<file path="config.mk">
export PLATFORM = sky130hd
export DESIGN_NAME = lcd_mode_line_timing_core
export DESIGN_NICKNAME = d
export VERILOG_FILES = /design/src/rtl/lmlt_pkg.sv /design/src/rtl/lmlt_cfg.sv /design/src/rtl/lmlt_step.sv /design/src/rtl/lcd_mode_line_timing_core.sv
export SDC_FILE = /design/constraint.sdc
export NUM_CORES = 1
export LEC_CHECK = 0
export ABC_AREA = 1
export BUFFER_PORTS_ARGS = -buffer_cell sky130_fd_sc_hd__buf_4
export CAP_MARGIN = 10
export CORE_ASPECT_RATIO = 1.5
export CORE_UTILIZATION = 33
export DETAILED_ROUTE_END_ITERATION = 8
export PLACE_DENSITY_LB_ADDON = 0.15
export SLEW_MARGIN = 10
export SYNTH_ARGS = -nofsm -noshare
export SYNTH_HDL_FRONTEND = slang
export SYNTH_SLANG_ARGS = --single-unit
</file>
<file path="constraint.sdc">
create_clock -name clk_i -period 4.7 [get_ports clk_i]
set_clock_uncertainty 0.15 [all_clocks]
set_input_delay 0.94 -clock clk_i [delete_from_list [all_inputs] [get_ports clk_i]]
set_output_delay 0.94 -clock clk_i [all_outputs]
set_load 0.02 [all_outputs]
</file>
<file path="src/rtl/lmlt_pkg.sv">
// Shared types and constants for the LCD mode and line timing block.
// Used by lmlt_cfg, lmlt_step and lcd_mode_line_timing_core; no dependencies.
package lmlt_pkg;

  localparam int unsigned CfgWidth    = 12;
  localparam int unsigned CfgIdxWidth = 4;
  localparam int unsigned DotWidth    = 13;
  localparam int unsigned NumPlain    = 7;

  localparam logic [CfgWidth-1:0] OamResetVal  = 12'd80;
  localparam logic [CfgWidth-1:0] XferResetVal = 12'd172;
  localparam logic [CfgWidth-1:0] HblResetVal  = 12'd204;
  localparam logic [CfgWidth-1:0] LineResetVal = 12'd456;

  localparam logic [7:0] VblankLine = 8'd144;
  localparam logic [7:0] LastLine   = 8'd153;

  // Status and control register bit positions.
  localparam int unsigned StatHblIe  = 3;
  localparam int unsigned StatVblIe  = 4;
  localparam int unsigned StatOamIe  = 5;
  localparam int unsigned StatLycIe  = 6;
  localparam int unsigned CtrlLcdOn  = 7;

  // Register offsets on the bus.
  localparam logic [7:0] OffLcdc = 8'h40;
  localparam logic [7:0] OffStat = 8'h41;
  localparam logic [7:0] OffScy  = 8'h42;
  localparam logic [7:0] OffScx  = 8'h43;
  localparam logic [7:0] OffLy   = 8'h44;
  localparam logic [7:0] OffLyc  = 8'h45;
  localparam logic [7:0] OffBgp  = 8'h47;
  localparam logic [7:0] OffObp0 = 8'h48;
  localparam logic [7:0] OffObp1 = 8'h49;
  localparam logic [7:0] OffWy   = 8'h4A;
  localparam logic [7:0] OffWx   = 8'h4B;

  typedef enum logic [1:0] {
    CFG_OAM_SEARCH = 2'd0,
    CFG_TRANSFER   = 2'd1,
    CFG_HBLANK     = 2'd2,
    CFG_LINE       = 2'd3
  } cfg_idx_e;

  typedef enum logic [1:0] {
    KIND_TICK  = 2'd0,
    KIND_WRITE = 2'd1,
    KIND_READ  = 2'd2
  } kind_e;

  typedef enum logic [1:0] {
    MODE_HBLANK   = 2'd0,
    MODE_VBLANK   = 2'd1,
    MODE_SEARCH   = 2'd2,
    MODE_TRANSFER = 2'd3
  } mode_e;

  typedef struct packed {
    logic [CfgWidth-1:0] oam_search;
    logic [CfgWidth-1:0] transfer;
    logic [CfgWidth-1:0] hblank;
    logic [CfgWidth-1:0] line;
  } cfg_t;

  typedef struct packed {
    logic [7:0]                ctrl;
    logic [7:0]                stat;
    logic [7:0]                ly;
    logic [7:0]                lyc;
    logic [NumPlain-1:0][7:0]  plain;
    logic [DotWidth-1:0]       dot;
  } state_t;

  typedef struct packed {
    logic [7:0] line_now;
    logic [1:0] mode_now;
    logic       vblank_irq;
    logic       lcd_irq;
    logic       access_error;
    logic [7:0] read_data;
  } res_t;

endpackage

</file>
<file path="src/rtl/lmlt_cfg.sv">
// Timing configuration registers of the LCD mode and line timing block.
// Depends on lmlt_pkg for the register layout and reset values.
module lmlt_cfg (
  input  logic                              clk_i,
  input  logic                              rst_ni,
  input  logic                              cfg_valid_i,
  output logic                              cfg_ready_o,
  input  logic [lmlt_pkg::CfgIdxWidth-1:0]  cfg_index_i,
  input  logic [lmlt_pkg::CfgWidth-1:0]     cfg_data_i,
  output lmlt_pkg::cfg_t                    cfg_o
);
  import lmlt_pkg::*;

  cfg_t cfg_q, cfg_d;

  assign cfg_ready_o = 1'b1;

  always_comb begin
    cfg_d = cfg_q;
    // Indices beyond the four timing registers are accepted and dropped.
    if (cfg_valid_i && (cfg_index_i[CfgIdxWidth-1:2] == '0)) begin
      case (cfg_idx_e'(cfg_index_i[1:0]))
        CFG_OAM_SEARCH: cfg_d.oam_search = cfg_data_i;
        CFG_TRANSFER:   cfg_d.transfer   = cfg_data_i;
        CFG_HBLANK:     cfg_d.hblank     = cfg_data_i;
        CFG_LINE:       cfg_d.line       = cfg_data_i;
        default:        cfg_d = cfg_q;
      endcase
    end
  end

  always_ff @(posedge clk_i or negedge rst_ni) begin
    if (!rst_ni) begin
      cfg_q.oam_search <= OamResetVal;
      cfg_q.transfer   <= XferResetVal;
      cfg_q.hblank     <= HblResetVal;
      cfg_q.line       <= LineResetVal;
    end else begin
      cfg_q <= cfg_d;
    end
  end

  assign cfg_o = cfg_q;

endmodule

</file>
<file path="src/rtl/lmlt_step.sv">
// Next-state and result logic for one word: a tick of the dot counter or a
// register file access. Purely combinational; depends on lmlt_pkg.
module lmlt_step (
  input  logic [1:0]        kind_i,
  input  logic [7:0]        cycles_i,
  input  logic [7:0]        reg_offset_i,
  input  logic [7:0]        write_data_i,
  input  lmlt_pkg::cfg_t    cfg_i,
  input  lmlt_pkg::state_t  state_i,
  output lmlt_pkg::state_t  state_o,
  output lmlt_pkg::res_t    res_o
);
  import lmlt_pkg::*;

  logic [DotWidth:0]   dot_sum;
  logic [DotWidth-1:0] dot_new;
  logic [DotWidth:0]   dot_ext;
  logic [DotWidth:0]   t1, t2, t3;
  mode_e               old_mode, new_mode;
  logic                irq_en;
  logic                match;
  logic [7:0]          ly_inc;
  logic                is_wr;
  logic                hit;
  logic [7:0]          rd;

  // Tick datapath, worked out regardless of kind and used only on ticks.
  always_comb begin
    dot_sum  = {1'b0, state_i.dot} + {{(DotWidth-7){1'b0}}, cycles_i};
    dot_new  = dot_sum[DotWidth-1:0];
    dot_ext  = {1'b0, dot_new};
    t1       = {2'b00, cfg_i.oam_search};
    t2       = t1 + {2'b00, cfg_i.transfer};
    t3       = t2 + {2'b00, cfg_i.hblank};
    old_mode = mode_e'(state_i.stat[1:0]);
    if (state_i.ly >= VblankLine) begin
      new_mode = MODE_VBLANK;
    end else if (dot_ext < t1) begin
      new_mode = MODE_SEARCH;
    end else if (dot_ext < t2) begin
      new_mode = MODE_TRANSFER;
    end else if (dot_ext < t3) begin
      new_mode = MODE_HBLANK;
    end else begin
      new_mode = old_mode;
    end
    case (new_mode)
      MODE_HBLANK: irq_en = state_i.stat[StatHblIe];
      MODE_VBLANK: irq_en = state_i.stat[StatVblIe];
      MODE_SEARCH: irq_en = state_i.stat[StatOamIe];
      default:     irq_en = 1'b0;
    endcase
    match  = (state_i.ly == state_i.lyc);
    ly_inc = state_i.ly + 8'd1;
  end

  always_comb begin
    state_o = state_i;
    res_o   = '0;
    is_wr   = (kind_i == KIND_WRITE);
    hit     = 1'b1;
    rd      = '0;
    case (kind_e'(kind_i))
      KIND_TICK: begin
        if (!state_i.ctrl[CtrlLcdOn]) begin
          state_o.dot       = '0;
          state_o.ly        = '0;
          state_o.stat[1:0] = MODE_VBLANK;
        end else begin
          state_o.dot     = dot_new;
          state_o.stat    = {state_i.stat[7:3], match, new_mode};
          res_o.lcd_irq   = ((new_mode != old_mode) && irq_en) ||
                            (match && state_i.stat[StatLycIe]);
          if (dot_new >= {1'b0, cfg_i.line}) begin
            state_o.dot      = '0;
            res_o.vblank_irq = (ly_inc == VblankLine);
            state_o.ly       = (ly_inc > LastLine) ? 8'd0 : ly_inc;
          end
        end
      end
      KIND_WRITE, KIND_READ: begin
        case (reg_offset_i)
          OffLcdc: begin
            rd = state_i.ctrl;
            if (is_wr) state_o.ctrl = write_data_i;
          end
          OffStat: begin
            rd = state_i.stat;
            if (is_wr) state_o.stat = write_data_i;
          end
          OffScy: begin
            rd = state_i.plain[0];
            if (is_wr) state_o.plain[0] = write_data_i;
          end
          OffScx: begin
            rd = state_i.plain[1];
            if (is_wr) state_o.plain[1] = write_data_i;
          end
          OffLy: begin
            rd = state_i.ly;
            if (is_wr) state_o.ly = write_data_i;
          end
          OffLyc: begin
            rd = state_i.lyc;
            if (is_wr) state_o.lyc = write_data_i;
          end
          OffBgp: begin
            rd = state_i.plain[2];
            if (is_wr) state_o.plain[2] = write_data_i;
          end
          OffObp0: begin
            rd = state_i.plain[3];
            if (is_wr) state_o.plain[3] = write_data_i;
          end
          OffObp1: begin
            rd = state_i.plain[4];
            if (is_wr) state_o.plain[4] = write_data_i;
          end
          OffWy: begin
            rd = state_i.plain[5];
            if (is_wr) state_o.plain[5] = write_data_i;
          end
          OffWx: begin
            rd = state_i.plain[6];
            if (is_wr) state_o.plain[6] = write_data_i;
          end
          default: hit = 1'b0;
        endcase
        res_o.access_error = !hit;
        res_o.read_data    = is_wr ? 8'd0 : rd;
      end
      default: begin
        // The spare kind code leaves everything as it is.
        state_o = state_i;
      end
    endcase
    res_o.mode_now = state_o.stat[1:0];
    res_o.line_now = state_o.ly;
  end

endmodule

</file>
<file path="src/rtl/lcd_mode_line_timing_core.sv">
// LCD mode and line timing core: input register, single-pass step logic,
// result register. Depends on lmlt_pkg, lmlt_cfg and lmlt_step.
// Each accepted word waits in the input register; its result goes into the
// result register once that one is empty or being drained. Throughput: one
// word per cycle unless the result stream stalls; the state feedback through
// lmlt_step is combinational. Reset clears the register file, the dot counter
// and both stage valids, and loads the timing registers with their defaults.
module lcd_mode_line_timing_core (
  input  logic                              clk_i,
  input  logic                              rst_ni,
  // Configuration write channel.
  input  logic                              cfg_valid_i,
  output logic                              cfg_ready_o,
  input  logic [lmlt_pkg::CfgIdxWidth-1:0]  cfg_index_i,
  input  logic [lmlt_pkg::CfgWidth-1:0]     cfg_data_i,
  // Input stream.
  input  logic                              s_axis_tvalid,
  output logic                              s_axis_tready,
  // [7:0] cycles, [15:8] reg_offset, [23:16] write_data
  input  logic [23:0]                       s_axis_tdata,
  // [1:0] kind
  input  logic [1:0]                        s_axis_tuser,
  // Result stream.
  output logic                              m_axis_tvalid,
  input  logic                              m_axis_tready,
  // [7:0] read_data, [8] access_error, [9] lcd_irq, [10] vblank_irq,
  // [12:11] mode_now, [20:13] line_now, [23:21] zero
  output logic [23:0]                       m_axis_tdata
);
  import lmlt_pkg::*;

  cfg_t        cfg;
  state_t      state_q, state_d;
  res_t        res;
  logic        in_v_q, in_v_d;
  logic        out_v_q, out_v_d;
  logic [1:0]  kind_q;
  logic [23:0] data_q;
  logic [23:0] tdata_q;
  logic        advance;
  logic        take;

  lmlt_cfg u_cfg (
    .clk_i       (clk_i),
    .rst_ni      (rst_ni),
    .cfg_valid_i (cfg_valid_i),
    .cfg_ready_o (cfg_ready_o),
    .cfg_index_i (cfg_index_i),
    .cfg_data_i  (cfg_data_i),
    .cfg_o       (cfg)
  );

  lmlt_step u_step (
    .kind_i       (kind_q),
    .cycles_i     (data_q[7:0]),
    .reg_offset_i (data_q[15:8]),
    .write_data_i (data_q[23:16]),
    .cfg_i        (cfg),
    .state_i      (state_q),
    .state_o      (state_d),
    .res_o        (res)
  );

  // A word moves from the input register into the result register whenever
  // the result register is empty or being drained this cycle.
  assign advance       = in_v_q && (!out_v_q || m_axis_tready);
  assign s_axis_tready = !in_v_q || advance;
  assign take          = s_axis_tvalid && s_axis_tready;

  always_comb begin
    in_v_d = in_v_q;
    if (take) begin
      in_v_d = 1'b1;
    end else if (advance) begin
      in_v_d = 1'b0;
    end
    out_v_d = out_v_q;
    if (advance) begin
      out_v_d = 1'b1;
    end else if (m_axis_tready) begin
      out_v_d = 1'b0;
    end
  end

  always_ff @(posedge clk_i or negedge rst_ni) begin
    if (!rst_ni) begin
      in_v_q  <= 1'b0;
      out_v_q <= 1'b0;
      state_q <= '0;
    end else begin
      in_v_q  <= in_v_d;
      out_v_q <= out_v_d;
      if (advance) begin
        state_q <= state_d;
      end
    end
  end

  always_ff @(posedge clk_i) begin
    if (take) begin
      kind_q <= s_axis_tuser;
      data_q <= s_axis_tdata;
    end
    if (advance) begin
      tdata_q <= {3'b000, res.line_now, res.mode_now, res.vblank_irq,
                  res.lcd_irq, res.access_error, res.read_data};
    end
  end

  assign m_axis_tvalid = out_v_q;
  assign m_axis_tdata  = tdata_q;

endmodule
</file>
=== Word-level counts from Yosys, hierarchy flattened ===
Cells that the tools add are included.

* Word-level logic and storage cells: 125
* Bits of input ports: 47
* Output and inout bits: 27
* Register bits after elaboration: 198

* Order comparisons: 6
* Reductions and logical operators: 39
* Multiplexer cells: 23
* Equality and inequality tests: 24
* $add $sub $neg: 4
* Bitwise operators: 2

{| class="wikitable"
|+ Operators with widths
! cell !! count
|-
| equality test 8 x 7 -> 1 bit, second input constant || 11
|-
| case mux 8 bit (11 select lines) || 1
|-
| two-way mux 8 bit || 6
|-
| AND reduction 4 bit || 9
|-
| case mux 16 bit (2 select lines) || 1
|-
| < comparator 13 x 14 -> 1 bit || 2
|-
| two-way mux 13 bit || 2
|-
| adder 14 x 12 -> 14 bit || 1
|-
| adder 12 x 12 -> 13 bit || 1
|-
| adder 13 x 8 -> 13 bit || 1
|-
| greater-or-equal comparator 13 x 12 -> 1 bit || 1
|-
| < comparator 13 x 12 -> 1 bit || 1
|-
| AND reduction 2 bit || 6
|-
| OR reduction 11 bit || 1
|-
| two-way mux 10 bit || 1
|-
| AND reduction 5 bit || 2
|-
| adder 8 x 1 -> 8 bit, second input constant || 1
|-
| equality test 2 bit, second input constant || 4
|-
| equality test 8 bit || 1
|-
| equality test 8 bit, second input constant || 1
|-
| greater-or-equal comparator 8 bit, second input constant || 1
|-
| > comparator 8 bit, second input constant || 1
|-
| zero test 2 bit || 4
|-
| two-way mux 2 bit || 4
|-
| other kinds (13) || 34
|}

=== Logic depth before layout (Yosys ltp) ===
* Word-level depth: 11
* Depth in mapped cells: 32
* Gate-level depth less buffers: 32

=== Modules after synthesis ===
Synthesis repeated with hierarchy kept, for this count alone.

* Cell total of the unflattened synthesis: 1,693
* Area total of the unflattened synthesis: 13,106.3 um^2

{| class="wikitable"
|+ Modules (own cells, without submodules)
! module !! seq. area each (um^2) !! area an instance (um^2) !! cells each !! instances
|-
| lcd_mode_line_timing_core || 3,988.8 || 5,505.3 || 499 || 1
|-
| lmlt_step || 0.0 || 5,505.3 || 969 || 1
|-
| lmlt_cfg || 1,218.7 || 2,095.8 || 225 || 1
|}

=== Worst setup path after synthesis ===
No wires, ideal clock.

* Kind: register to register
* From: register u_cfg.cfg_q (netlist bit u_cfg.cfg_o[36])
* To: register tdata_q[9], in the netlist m_axis_tdata[9], data pin
* Path slack: 0.333 ns
* Stages on the path, launching flop included: 31
* Data arrival time: 3.960 ns
* Buffers on the path: 0
* Data required time: 4.293 ns
* Setup time: 0.257 ns
* Clock period less this slack: 4.367 ns
* Cell sequence: dfrtp_1 > ha_1 > inv_1 > fa_1 > inv_1 > nand2_1 > a21oi_2 > nand2_1 > nand3_1 > xnor2_1 > inv_1 > ha_1 > nand4_1 > o221ai_1 > a21oi_1 > o21bai_1 > a21oi_1 > o21ai_0 > xor2_1 > ha_1 > and3_1 > nand4_1 > nand2_1 > nand2_1 > nand2_1 > nand2_2 > nand2_2 > nand3_1 > nand3_1 > nand2_1 > a21oi_1

* Longest elaborated chain between the ends: 11
* Elaborated cells between the ends (all ways): 16
* Classes of those cells: add/sub: 2; order compare: 3; eq/ne: 3; mux: 5; reduce/logical: 3

{| class="wikitable"
|+ Ends and longest elaborated chain
! item !! RTL line !! source
|-
| from (decl) || lmlt_cfg.sv:14 || <nowiki>cfg_t cfg_q, cfg_d;</nowiki>
|-
| from (signal assigned) || lmlt_cfg.sv:39 || <nowiki>cfg_q <= cfg_d;</nowiki>
|-
| adder 12 x 12 -> 13 bit || lmlt_step.sv:33 || <nowiki>t2 = t1 + {2'b00, cfg_i.transfer};</nowiki>
|-
| adder 14 x 12 -> 14 bit || lmlt_step.sv:34 || <nowiki>t3 = t2 + {2'b00, cfg_i.hblank};</nowiki>
|-
| < comparator 13 x 14 -> 1 bit || lmlt_step.sv:42 || <nowiki>end else if (dot_ext < t3) begin</nowiki>
|-
| two-way mux 2 bit || lmlt_step.sv:42 ||
|-
| two-way mux 2 bit || lmlt_step.sv:40 || <nowiki>end else if (dot_ext < t2) begin</nowiki>
|-
| two-way mux 2 bit (*) || lmlt_step.sv:38 || <nowiki>end else if (dot_ext < t1) begin</nowiki>
|-
| two-way mux 2 bit (*) || lmlt_step.sv:36 || <nowiki>if (state_i.ly >= VblankLine) begin</nowiki>
|-
| equality test 2 bit, or another cell as far along || lmlt_step.sv:47 || <nowiki>case (new_mode)</nowiki>
|-
| case mux 1 bit (3 select lines) || lmlt_step.sv:47 ||
|-
| logical AND 1 bit (*) || lmlt_step.sv:72 || <nowiki>res_o.lcd_irq = ((new_mode != old_mode) && irq_en) ||</nowiki>
|-
| logical OR 1 bit (*) || lmlt_step.sv:72 ||
|-
| to (signal assigned) || lcd_mode_line_timing_core.sv:105 || <nowiki>tdata_q <= {3'b000, res.line_now, res.mode_now, res.vblank_irq,</nowiki>
|-
| to (decl) || lcd_mode_line_timing_core.sv:39 || <nowiki>logic [23:0] tdata_q;</nowiki>
|}

Mark *: on every way between the ends. The rest lies on a longest branch, timed or not.
A chain may end at the register's enable or synchronous reset.

=== Worst setup path in the final report ===
* From: register u_cfg.cfg_q (netlist bit u_cfg.cfg_o[24])
* To: register tdata_q[9], in the netlist m_axis_tdata[9], data pin

* Longest elaborated chain between the ends: 11
* Elaborated cells between the ends (all ways): 15
* Classes of those cells: add/sub: 2; order compare: 2; eq/ne: 3; mux: 5; reduce/logical: 3

{| class="wikitable"
|+ Ends and longest elaborated chain
! item !! RTL line
|-
| adder 12 x 12 -> 13 bit (*) || lmlt_step.sv:33
|-
| adder 14 x 12 -> 14 bit || lmlt_step.sv:34
|-
| < comparator 13 x 14 -> 1 bit || lmlt_step.sv:42
|-
| two-way mux 2 bit || lmlt_step.sv:42
|-
| two-way mux 2 bit (*) || lmlt_step.sv:40
|-
| two-way mux 2 bit (*) || lmlt_step.sv:38
|-
| two-way mux 2 bit (*) || lmlt_step.sv:36
|-
| equality test 2 bit, or another cell as far along || lmlt_step.sv:47
|-
| case mux 1 bit (3 select lines) || lmlt_step.sv:47
|-
| logical AND 1 bit (*) || lmlt_step.sv:72
|-
| logical OR 1 bit (*) || lmlt_step.sv:72
|}

Marked as above.

==> results.py <==
metrics = {
    "run_status": {
        "status": "finished clean",
    },
    "power_and_ir_drop": {
        "p_per_area_nw_per_um2": 424,
        "ir_worst_vdd_v": 0.000221,
        "p_leak_nw": 6.34,
    },
    "setup_path": {
        "path_max_fanout": 4,
        "worst-setup-path-type": "reg -> reg",
        "slowest_stage": "dfrtp_1",
        "worstPathArrival_ns": 4.56,
        "max_stage_delay_ns": 0.36,
        "worst-path-buf-inv": 3,
        "cp_top_family": "simple AND/OR/NAND/NOR gates",
        "crit_path_start_kind": "flop",
        "end_kind": "flop",
        "crit_top_cell": "nand2_1",
        "critPathRequiredTime_ns": 4.76,
    },
    "global_routing": {
        "grt_pass1_wl_microns": 51600,
        "grt_use_total_pct": 19.4,
        "grt_start_max_net_pins": 98,
        "antenna_found_initial": 0,
        "grt_overflow": 0,
        "grt_pass1_vias": 9213,
    },
    "final_layout": {
        "area_growth_pct": 16.6,
        "nets": 1572,
        "n_antenna_cell": 0,
        "stdcell_area_sq_um": 13400,
        "fillCellCount": 3545,
        "final_cell_mix": "345 x nand2_1, 167 x inv_1, 151 x o21ai_0",
        "final_util_pct": 39.1,
        "layout_commonest_cell": "nand2_1",
        "layout-drive-gt1-share_pct": 15.2,
    },
    "clocking": {
        "path_clk_slew_ns": 0.08,
        "cts_buffer_depth": 2,
        "cts_max_level": 4,
        "cts_hold_buf": 0,
        "cts_tree": "done",
        "cts.sinks": 198,
        "clock-root-buffer": "clkbuf_16",
        "insertion_delay_ns": 0.47,
        "cts_inserted_buffers": 17,
    },
    "yosys": {
        "synth_ff_type": "dfrtp_1",
        "synthCells": 1354,
        "ys_seq_area_share_pct": 45.3,
        "ys_ff_latch": 198,
        "async_reset_ff_share_pct": 76.3,
        "synthesis.area_sq_um": 11500,
        "synth_cell_type_count": 58,
        "synth-edff-count": 47,
        "synth_area_per_cell_sq_um": 8.48,
        "yosys_warnings": 0,
    },
    "detailed_routing": {
        "vias": 9310,
        "routedWlPerCell_microns": 17.7,
        "viasPerCell": 4.97,
        "drtPass1Iterations": 5,
        "drt_iter0_markers": 460,
        "drc": 0,
        "totalWireLength_microns": 33100,
        "antenna_left": 0,
    },
    "floorplan": {
        "die_y_microns": 231,
        "start_util_pct": 33.5,
        "die_x_microns": 154,
        "dieArea_sq_um": 35600,
        "rows": 83,
        "core_area_sq_um": 34300,
        "num_io_pins": 74,
    },
    "sta": {
        "worstMarginPinSlew_ns": 1.03,
        "fin_crit_sh_pct": 95.7,
        "fin_tns_setup_ns": 0,
        "hold_slack_ns": 0.338,
        "fin_ws_ns": 0.201,
        "max-slew-margin-rel_pct": 30.8,
        "maxSlewViolCount": 0,
        "rsz0062_at_grt": "yes",
        "fmax_mhz": 222,
        "final-hold-violation-count": 0,
        "post-route-min-period_ns": 4.50,
        "finalSetupViolations": 0,
    },
    "place": {
        "dp_hpwl_microns": 24600,
        "place.gp.congestion": 0.850,
        "numPortBuffers": 69,
        "place_ws_ns": -0.0679,
        "placed_cell_area_sq_um": 12500,
    },
    "min_path": {
        "min_path_type": "reg -> reg",
    },
    "run": {
        "drv_cap": 0,
    },
}
[Yosys cell counts, drive strengths merged (2+ instances only)]
| master | instances | area [sq um] |
|---|---|---|
| nand2 | 362 | 1400 |
| nor3b | 2 | 15.0 |
| clkinv | 4 | 16.3 |
| a221oi | 18 | 158 |
| o2111ai | 5 | 43.8 |
| inv | 178 | 668 |
| a22oi | 7 | 52.6 |
| conb | 2 | 7.51 |
| o32ai | 2 | 17.5 |
| o31ai | 9 | 77.6 |
| o221ai | 2 | 17.5 |
| and3 | 2 | 12.5 |
| a21o | 2 | 15.0 |
| o22ai | 6 | 37.5 |
| dfrtp | 137 | 3430 |
| nand3 | 67 | 355 |
| xor2 | 29 | 254 |
| a21oi | 54 | 274 |
| fa | 3 | 60.1 |
| buf | 8 | 62.6 |
| xnor2 | 10 | 87.6 |
| edfxtp | 47 | 1410 |
| o21bai | 6 | 45.0 |
| nor3 | 17 | 128 |
| clkbuf | 25 | 95.1 |
| nor2 | 58 | 267 |
| dfstp | 14 | 368 |
| o21ai | 161 | 813 |
| ha | 87 | 1090 |
| a31oi | 2 | 12.5 |
| a21boi | 5 | 37.5 |
| nand3b | 2 | 15.0 |
| nand4 | 15 | 100 |
[final timing paths]
| kind | from | end | slack (ns) | cells past startpoint |
|---|---|---|---|---|
| min in group asynchronous | rst_ni | u_cfg.cfg_o[4]$_DFFE_PN0P_ | 0.43 | 1 |
| max reg2reg | u_cfg.cfg_o[24]$_DFFE_PN0P_ | m_axis_tdata[9]$_SDFFCE_PN0P_ | 0.20 | 30 |
| min | state_q[18]$_DFFE_PN0P_ | state_q[18]$_DFFE_PN0P_ | 0.34 | 2 |
| max in group asynchronous | rst_ni | state_q[35]$_DFFE_PN0P_ | 3.05 | 2 |
| min reg2reg | state_q[18]$_DFFE_PN0P_ | state_q[18]$_DFFE_PN0P_ | 0.34 | 2 |
| max | u_cfg.cfg_o[24]$_DFFE_PN0P_ | m_axis_tdata[9]$_SDFFCE_PN0P_ | 0.20 | 30 |
[power by group]
group | total [mW] | switching, mW | internal, mW
Sequential | 2.09 | 0.151 | 1.94
Combinational | 2.08 | 1.22 | 0.863
Clock | 1.50 | 0.740 | 0.760
[stage by stage]
stage | power, mW | std cells
after floorplan | 3.43 | 1356
after global placement | 3.96 | 1831
after detailed placement | 3.99 | 1831
after CTS | 5.54 | 1864
after global routing | 6.10 | 1873
final | 5.67 | 1873
[per-layer routing]
metal	GRT usage (%)	part of all wire, %
met3	2.33	2.0
met5	0	0
met1	20.5	39
met2	36.4	53
met4	11.9	5.8
[worst register-to-register path, delay by kind of cell (launching register included)]
kind            cells  cell delay, ns
compound gates      7            0.97
xor+xnor            2            0.31
fa+ha+maj           4            1.05
buf+inv             3            0.17
flops               1            0.36
simple gates       14            1.23
[repair_timing]
item | in CTS | in global routing
setup buffers | 1 | 9
endpoints found under the setup margin | 5 | 5
hold endpoints to repair | 0 | 0
pin swaps | 2 | 24
gates resized for setup | 2 | 35
[area by class of cell]
| class | count | area (sq um) | area share (%) |
|---|---|---|---|
| flip-flops and latches | 198 | 5210 | 38.9 |
| inverters | 182 | 684 | 5.11 |
| clock buffers | 20 | 479 | 3.58 |
| multi-input cells | 943 | 5660 | 42.3 |
| clock inverters | 12 | 109 | 0.813 |
| repair buffers | 93 | 718 | 5.36 |
| well taps | 425 | 532 | 3.97 |
[cells by family (layout without fill, tap and decap cells)]
| logic type | count (synthesis) | count (layout) | synth area share [%] |
|---|---|---|---|
| AOI/OAI and AO/OA | 282 | 282 | 14.2 |
| DFF | 198 | 198 | 45.3 |
| buffers and inverters | 215 | 307 | 7.33 |
| adders and majority gates | 90 | 90 | 10.0 |
| xor gates and xnor gates | 39 | 39 | 2.97 |
| other | 2 | 4 | 0.0654 |
| and+or+nand+nor | 528 | 528 | 20.1 |
[flip-flops by register name (all words and copies together), names as in the netlist]
| name | cells |
|---|---|
| kind_q | 2 |
| in_v_q | 1 |
| m_axis_tvalid | 1 |
| m_axis_tdata | 21 |
| state_q | 101 |
| data_q | 24 |
| u_cfg.cfg_o | 48 |
(Power assumes the default switching activity.)
